**config.mk**
```make
export PLATFORM = sky130hd
export DESIGN_NAME = kth_largest_stream_tracker_unit
export DESIGN_NICKNAME = d
export VERILOG_FILES = /design/src/kst_pkg.sv /design/src/kst_ctrl.sv /design/src/kst_datapath.sv /design/src/kth_largest_stream_tracker_unit.sv
export SDC_FILE = /design/constraint.sdc
export NUM_CORES = 2
export LEC_CHECK = 0
export ABC_AREA = 1
export BUFFER_PORTS_ARGS = -buffer_cell sky130_fd_sc_hd__buf_2
export CAP_MARGIN = 10
export CORE_MARGIN = 5
export CORE_UTILIZATION = 45
export CTS_CLUSTER_DIAMETER = 100
export DETAILED_ROUTE_END_ITERATION = 12
export GPL_TIMING_DRIVEN = 0
export REMOVE_ABC_BUFFERS = 1
export SYNTH_ARGS = -nofsm -noshare
export SYNTH_HDL_FRONTEND = slang
export SYNTH_HIERARCHICAL = 1
export SYNTH_SLANG_ARGS = --single-unit
```
**constraint.sdc**
```tcl
create_clock -name i_clk -period 4.5 [get_ports i_clk]
set_input_delay 0.9 -clock i_clk [delete_from_list [all_inputs] [get_ports i_clk]]
set_output_delay 0.9 -clock i_clk [all_outputs]
set_load 0.01 [all_outputs]
```
**src/kst_pkg.sv**
```systemverilog
package kst_pkg;

    localparam int KMAX   = 16;
    localparam int VAL_W  = 32;
    localparam int RANK_W = 5;
    localparam int CNT_W  = $clog2(KMAX + 1);

    typedef enum logic {
        S_IDLE,
        S_UPDATE
    } t_state;

    // controller to datapath
    typedef struct packed {
        logic load;
        logic update;
    } t_cmd;

    // datapath to controller
    typedef struct packed {
        logic preload;
    } t_sts;

endpackage

```
**src/kst_ctrl.sv**
```systemverilog
module kst_ctrl import kst_pkg::*; (
    input  logic i_clk,
    input  logic i_rst_n,
    input  logic i_in_valid,
    output logic o_in_ready,
    output logic o_out_valid,
    input  logic i_out_ready,
    input  t_sts i_sts,
    output t_cmd o_cmd
);

    t_state r_state, n_state;
    logic   r_out_valid, n_out_valid;

    always_ff @(posedge i_clk) begin
        if (!i_rst_n) begin
            r_state     <= S_IDLE;
            r_out_valid <= 1'b0;
        end else begin
            r_state     <= n_state;
            r_out_valid <= n_out_valid;
        end
    end

    always_comb begin
        n_state      = r_state;
        n_out_valid  = r_out_valid;
        o_in_ready   = 1'b0;
        o_cmd.load   = 1'b0;
        o_cmd.update = 1'b0;
        if (r_out_valid && i_out_ready) begin
            n_out_valid = 1'b0;
        end
        case (r_state)
            S_IDLE: begin
                // take a word once the output slot is free or draining
                o_in_ready = !r_out_valid || i_out_ready;
                if (i_in_valid && o_in_ready) begin
                    o_cmd.load = 1'b1;
                    n_state    = S_UPDATE;
                end
            end
            S_UPDATE: begin
                o_cmd.update = 1'b1;
                if (!i_sts.preload) begin
                    n_out_valid = 1'b1;
                end
                n_state = S_IDLE;
            end
            default: begin
                n_state = S_IDLE;
            end
        endcase
    end

    assign o_out_valid = r_out_valid;

endmodule

```
**src/kst_datapath.sv**
```systemverilog
module kst_datapath import kst_pkg::*; (
    input  logic                    i_clk,
    input  logic                    i_rst_n,
    input  t_cmd                    i_cmd,
    output t_sts                    o_sts,
    input  logic signed [VAL_W-1:0] i_value,
    input  logic                    i_preload,
    input  logic                    i_cfg_we,
    input  logic [RANK_W-1:0]       i_cfg_wdata,
    output logic signed [VAL_W-1:0] o_kth_value,
    output logic                    o_have_k
);

    logic signed [VAL_W-1:0] r_val;
    logic                    r_pre;
    logic [RANK_W-1:0]       r_rank;
    logic [CNT_W-1:0]        r_cnt, n_cnt;
    logic signed [VAL_W-1:0] r_cell [KMAX];
    logic signed [VAL_W-1:0] n_cell [KMAX];
    logic signed [VAL_W-1:0] r_kth;
    logic                    r_have;

    logic [CNT_W-1:0]        w_k;
    logic [KMAX-1:0]         w_vld, w_gt, w_lt;
    logic                    w_ins, w_rep;

    // effective rank: zero reads as one, saturate at the row length
    always_comb begin
        if (r_rank == '0) begin
            w_k = CNT_W'(1);
        end else if (int'(r_rank) > KMAX) begin
            w_k = CNT_W'(KMAX);
        end else begin
            w_k = CNT_W'(r_rank);
        end
    end

    assign w_ins = (r_cnt < w_k);
    assign w_rep = !w_ins && (r_cnt != '0) && (r_val > r_cell[0]);
    assign n_cnt = w_ins ? r_cnt + CNT_W'(1) : r_cnt;

    for (genvar j = 0; j < KMAX; j++) begin : g_cell
        logic                    w_gt_prev, w_lt_next, w_tail;
        logic signed [VAL_W-1:0] w_prev, w_next;

        assign w_vld[j] = CNT_W'(j) < r_cnt;
        assign w_gt[j]  = w_vld[j] && (r_cell[j] > r_val);
        assign w_lt[j]  = w_vld[j] && (r_cell[j] < r_val);
        assign w_tail   = CNT_W'(j) == r_cnt;

        if (j == 0) begin : g_first
            assign w_gt_prev = 1'b0;
            assign w_prev    = r_val;
        end else begin : g_mid
            assign w_gt_prev = w_gt[j-1];
            assign w_prev    = r_cell[j-1];
        end

        if (j == KMAX - 1) begin : g_last
            assign w_lt_next = 1'b0;
            assign w_next    = r_val;
        end else begin : g_inner
            assign w_lt_next = w_lt[j+1];
            assign w_next    = r_cell[j+1];
        end

        always_comb begin
            n_cell[j] = r_cell[j];
            if (w_ins) begin
                // larger neighbors shift up one cell, value drops into the gap
                if (w_gt[j] || (!w_vld[j] && w_tail)) begin
                    n_cell[j] = w_gt_prev ? w_prev : r_val;
                end
            end else if (w_rep) begin
                // smallest leaves, smaller ones shift down, value lands in place
                if (w_lt_next) begin
                    n_cell[j] = w_next;
                end else if (w_lt[j]) begin
                    n_cell[j] = r_val;
                end
            end
        end

        always_ff @(posedge i_clk) begin
            if (i_cmd.update) begin
                r_cell[j] <= n_cell[j];
            end
        end
    end

    always_ff @(posedge i_clk) begin
        if (!i_rst_n) begin
            r_cnt  <= '0;
            r_rank <= RANK_W'(1);
        end else begin
            if (i_cfg_we) begin
                r_rank <= i_cfg_wdata;
            end
            if (i_cmd.update) begin
                r_cnt <= n_cnt;
            end
        end
    end

    always_ff @(posedge i_clk) begin
        if (i_cmd.load) begin
            r_val <= i_value;
            r_pre <= i_preload;
        end
        if (i_cmd.update) begin
            r_kth  <= n_cell[0];
            r_have <= (n_cnt >= w_k);
        end
    end

    assign o_sts.preload = r_pre;
    assign o_kth_value   = r_kth;
    assign o_have_k      = r_have;

endmodule

```
**src/kth_largest_stream_tracker_unit.sv**
```systemverilog
// kth largest tracker: keeps the k largest signed 32-bit values seen so far in
// a row of KMAX sorted cells (ascending, smallest in cell 0) and, after every
// normal word, reports the smallest kept value together with a flag that is
// high once k values are held. k comes from the rank register (0 acts as 1,
// values above KMAX act as KMAX); until k values are held every value is
// inserted, afterwards a value strictly above the smallest replaces it and
// anything else is dropped. Words with tuser set are preload values: they go
// into the store but produce no output word. Each word is captured first, then
// every cell compares against it in parallel and shifts or loads; the result
// sits in an output register until taken, and the next input word is taken
// once that register is empty or draining. Lowering the rank mid-stream keeps
// all values already held. The rank register must only be written while no
// word is in flight.
module kth_largest_stream_tracker_unit import kst_pkg::*; (
    input  logic              i_clk,
    input  logic              i_rst_n,
    // rank register write
    input  logic              i_cfg_we,
    input  logic [RANK_W-1:0] i_cfg_wdata,
    // input stream
    input  logic              s_axis_tvalid,
    output logic              s_axis_tready,
    input  logic [VAL_W-1:0]  s_axis_tdata,  // [31:0] value
    input  logic              s_axis_tuser,  // [0] preload
    // result stream
    output logic              m_axis_tvalid,
    input  logic              m_axis_tready,
    output logic [VAL_W-1:0]  m_axis_tdata,  // [31:0] kth_value
    output logic              m_axis_tuser   // [0] have_k
);

    t_cmd w_cmd;
    t_sts w_sts;
    logic signed [VAL_W-1:0] w_kth;

    // sequencing: capture, update, hold result
    kst_ctrl u_ctrl (
        .i_clk       (i_clk),
        .i_rst_n     (i_rst_n),
        .i_in_valid  (s_axis_tvalid),
        .o_in_ready  (s_axis_tready),
        .o_out_valid (m_axis_tvalid),
        .i_out_ready (m_axis_tready),
        .i_sts       (w_sts),
        .o_cmd       (w_cmd)
    );

    // sorted cell row, count, rank register and result register
    kst_datapath u_dp (
        .i_clk       (i_clk),
        .i_rst_n     (i_rst_n),
        .i_cmd       (w_cmd),
        .o_sts       (w_sts),
        .i_value     (s_axis_tdata),
        .i_preload   (s_axis_tuser),
        .i_cfg_we    (i_cfg_we),
        .i_cfg_wdata (i_cfg_wdata),
        .o_kth_value (w_kth),
        .o_have_k    (m_axis_tuser)
    );

    assign m_axis_tdata = w_kth;

endmodule

```
==> metrics.md <==
| Metric | Value |
|---|---|
| Initial antenna violation count | 1 |
| Hold/Removal Path Class | primary input to flop |
| Top FF cell, synth | edfxtp_1 |
| Skew-Pair Late Insertion Delay | 650 ps |
| Die W | 343 um |
| Most frequent cell after synthesis | nand2_1 |
| Setup slack, reg-to-reg | ~150 ps |
| Final Hold Fails | 0 |
| Status | finished clean |
| Initial drt markers | 4953 |
| Reg-to-reg endpoint | u_dp/r_cell[1][91] |
| Min-delay src | s_axis_tdata[4] |
| Number of I/O pins | 78 |
| Worst Tran Pin Value | 1290 ps |
| Critical Path Start Type | flop |
| Cell count of the worst reg-to-reg path | 15 |
| Synth Register Bits | around 560 |
| Final antenna-violating net count | 0 |
| Arrival @ worst endpoint | around 4700 ps |
| Max Transition Viols Final | 0 |
| Hold_ws | 423 ps |
| Hold Buf Count CTS | 0 |
| Clk_skew | about 27 ps |
| Number of diodes | 0 |
| Die span in y | 343 um |
| P_leak | 26.1 nW |
| Row cnt | 122 |
| Synth top cells by count | nand2_1, nand3_1, inv_1 |
| Seq/Total Area, Yosys | 33.4% |
| Final period util | 96.6% |
| Placer Congestion | 0.868 |
| Routed len/inst | between 20 and 25 um |
| DRC | 0 |
| DR pass1 iterations | 5 |
| Post-synth top area share | 33.0% |
| Tot Pwr | 20.5 mW |
| Hold path depth | 1 |
| Final Setup Violations | 0 |
| Final HPWL DP | 124000 um |
| Die area | 117000 um2 |
| Area grow syn2layout | 10.3% |
| Initial Utilization | 45.1% |
| TritonCTS clock tree | done |
| Vias in the first global route | approximately 46000 |
| Number of fillers in the final layout | 11067 |
| GRT Residual Overflow | 0 |
| Final #Nets | 7270 |
| CP endpoint kind | flop |
| Clk slew on worst S/H paths | 60 ps |
| Yosys warning count | 6 |
| CTS sink count | 558 |
| Met1 Track Usage GR | 35.9% |
| Syn avg cell area | 7.16 um2 |
| CTS Buf Count | between 70 and 80 |
| Global-route wire length before repair | 264000 um |
| Total core area | approximately 110000 um2 |
| Fmax achieved | 230 MHz |
| Tmin final | between 4000 and 5000 ps |
| Critical path peak fanout | 35 |
| Hold path endpoint | u_dp/g_cell[0].w_prev[4] |
| Root Buffer | clkbuf_16 |
| Vias | 49080 |
| Biggest area consumer among synthesized cells | edfxtp_1 |
| Mapped Cells | 6953 |
| DP Worst Slack | -1600 ps |
| PortBufs | 77 |
| Crit path from | u_dp/g_cell[0].w_prev[31] |
| Max-Cap Viols | 0 |
| Register area | 16600 um2 |
| Pwr per Cell Area | 373 nW/um2 |
| Area of the multi-input gates | 29100 um2 |
| Routed WL | ~180000 um |
| Vias per cell | 5.95 |
| Final WS setup | 152 ps |
| Post-synthesis cell area | 49800 um2 |
| Crit Path Class | flop to flop |
| CTS max path bufs | 3 |
| Global Route Usage Sum | approximately 28% |
| Max VDD drop | 0.244 mV |
| Rel. slew slack | 14.0% |
| Top post-synthesis cells by area | edfxtp_1, nand2_1, nand3_1, ha_1, nand4_1 |
| Post-synth ARST share | 0% |
| M2 GR Usage | 48.5% |
| Critical R2R Launch | u_dp/g_cell[0].w_prev[31] |
| Routing usage on met3 | around 5.7% |
| Ratio of cells with drive above 1 in the final layout | 6.88% |
| Layer with the highest usage | met2 |
| Largest net degree at the start of global routing | 153 |
| Htree depth | 3 |
| WP data required | 4820 ps |
| Number of flops mapped to enable cells by yosys | 546 |
| Netlist cell types | 48 |
stage by stage:
| stage | TNS (ps) | cells | util, % | instance area (um2) |
|---|---|---|---|---|
| 6_report | 0 | 8246 | 49.8 | 54900 |
| 5_1_grt | -132 | 8246 | 49.8 | 54900 |
| 4_1_cts | 0 | 8222 | 49.2 | 54200 |
| 3_5_place_dp | -680310 | 8070 | 46.5 | 51200 |
| 3_3_place_gp | - | 8003 | 45.1 | 49700 |
| 2_1_floorplan | -7097710 | 6438 | - | 47400 |
timing repair:
action / in CTS / in global routing
cloned: 10 / 12
setup endpoints to repair: 994 / 567
buffers inserted: 12 / 7
resized for setup: 85 / 55
pin swaps: 8 / 17
routing by layer:
| layer | vias up | wire length, um |
|---|---|---|
| met5 | - | 27 |
| met4 | 4 | 6430 |
| met3 | 424 | 14600 |
| met2 | 2030 | 83900 |
| met1 | 23270 | 71700 |
| li1 | 23352 | - |
cells in the final DEF, fill, tap and decap left out, types with 13 or more instances in the layout:
| master | n |
|---|---|
| edfxtp_1 | 546 |
| nor2_4 | 23 |
| nor2_1 | 174 |
| o21ai_1 | 39 |
| buf_4 | 13 |
| inv_1 | 679 |
| clkinv_1 | 19 |
| inv_2 | 31 |
| clkinv_2 | 14 |
| buf_2 | 77 |
| clkbuf_1 | 15 |
| o21a_1 | 33 |
| a21o_1 | 13 |
| ha_1 | 522 |
| nor3_1 | 21 |
| nand3_1 | 1395 |
| buf_12 | 48 |
| nand3_4 | 32 |
| nand2_4 | 25 |
| clkbuf_16 | 75 |
| o21ai_0 | 92 |
| buf_16 | 20 |
| a21oi_1 | 246 |
| nand2_1 | 1979 |
| nand4_1 | 488 |
flip-flops by register name, indices dropped and copies added, names as in the netlist:
register and flops:
u_ctrl/o_out_valid 1, u_ctrl/r_state 1, u_dp/g_cell.w_prev 32, u_dp/o_have_k 1
u_dp/o_sts 1, u_dp/r_cell 512, u_dp/r_cnt 5, u_dp/r_rank 5
worst max-delay path: stages (launching register included):
cell and delay, ps:
edfxtp_1 460, inv_6 230, buf_12 240, ha_2 360, nand2_1 130, nor3_1 340
and3_2 340, nand2_1 220, nand2_1 230, nand2_8 220, nand2_8 250, nand2_8 210
inv_1 170, nor2_1 90, nor2_4 200, buf_12 240
power breakdown:
part	switching [mW]	total (mW)	internal, mW
clock network	2.47	5.82	3.35
registers	0.217	6.72	6.50
logic	5.56	7.91	2.35
area by class of cell:
class | instances | share of cell area (%)
clock buffer | 89 | 3.48
clock inverter | 41 | 0.639
inverter | 723 | 5.05
multi-input combinational | 5175 | 53.0
sequential | 558 | 30.3
tap | 1488 | 3.39
timing repair buffer | 171 | 4.07
timing repair inverter | 1 | 0.0160
worst max-delay path by stage:
stage,endpoint
CTS,u_dp/r_cell[1][154]
global route,u_dp/r_cell[1][93]
global placement,u_dp/r_cell[0][252]
finish,u_dp/r_cell[1][91]
floorplan,u_dp/r_cell[0][224]
detailed placement,u_dp/r_cell[1][59]
logic make-up after synthesis:
| group | Yosys count | synth area share [%] |
|---|---|---|
| simple gates | 4180 | 38.2 |
| flops | 558 | 33.4 |
| buf+inv | 1238 | 10.2 |
| xor+xnor | 4 | 0.0704 |
| fa+ha+maj | 524 | 13.2 |
| compound gates | 449 | 4.91 |
Note: power is estimated with default switching activity, not from simulation.
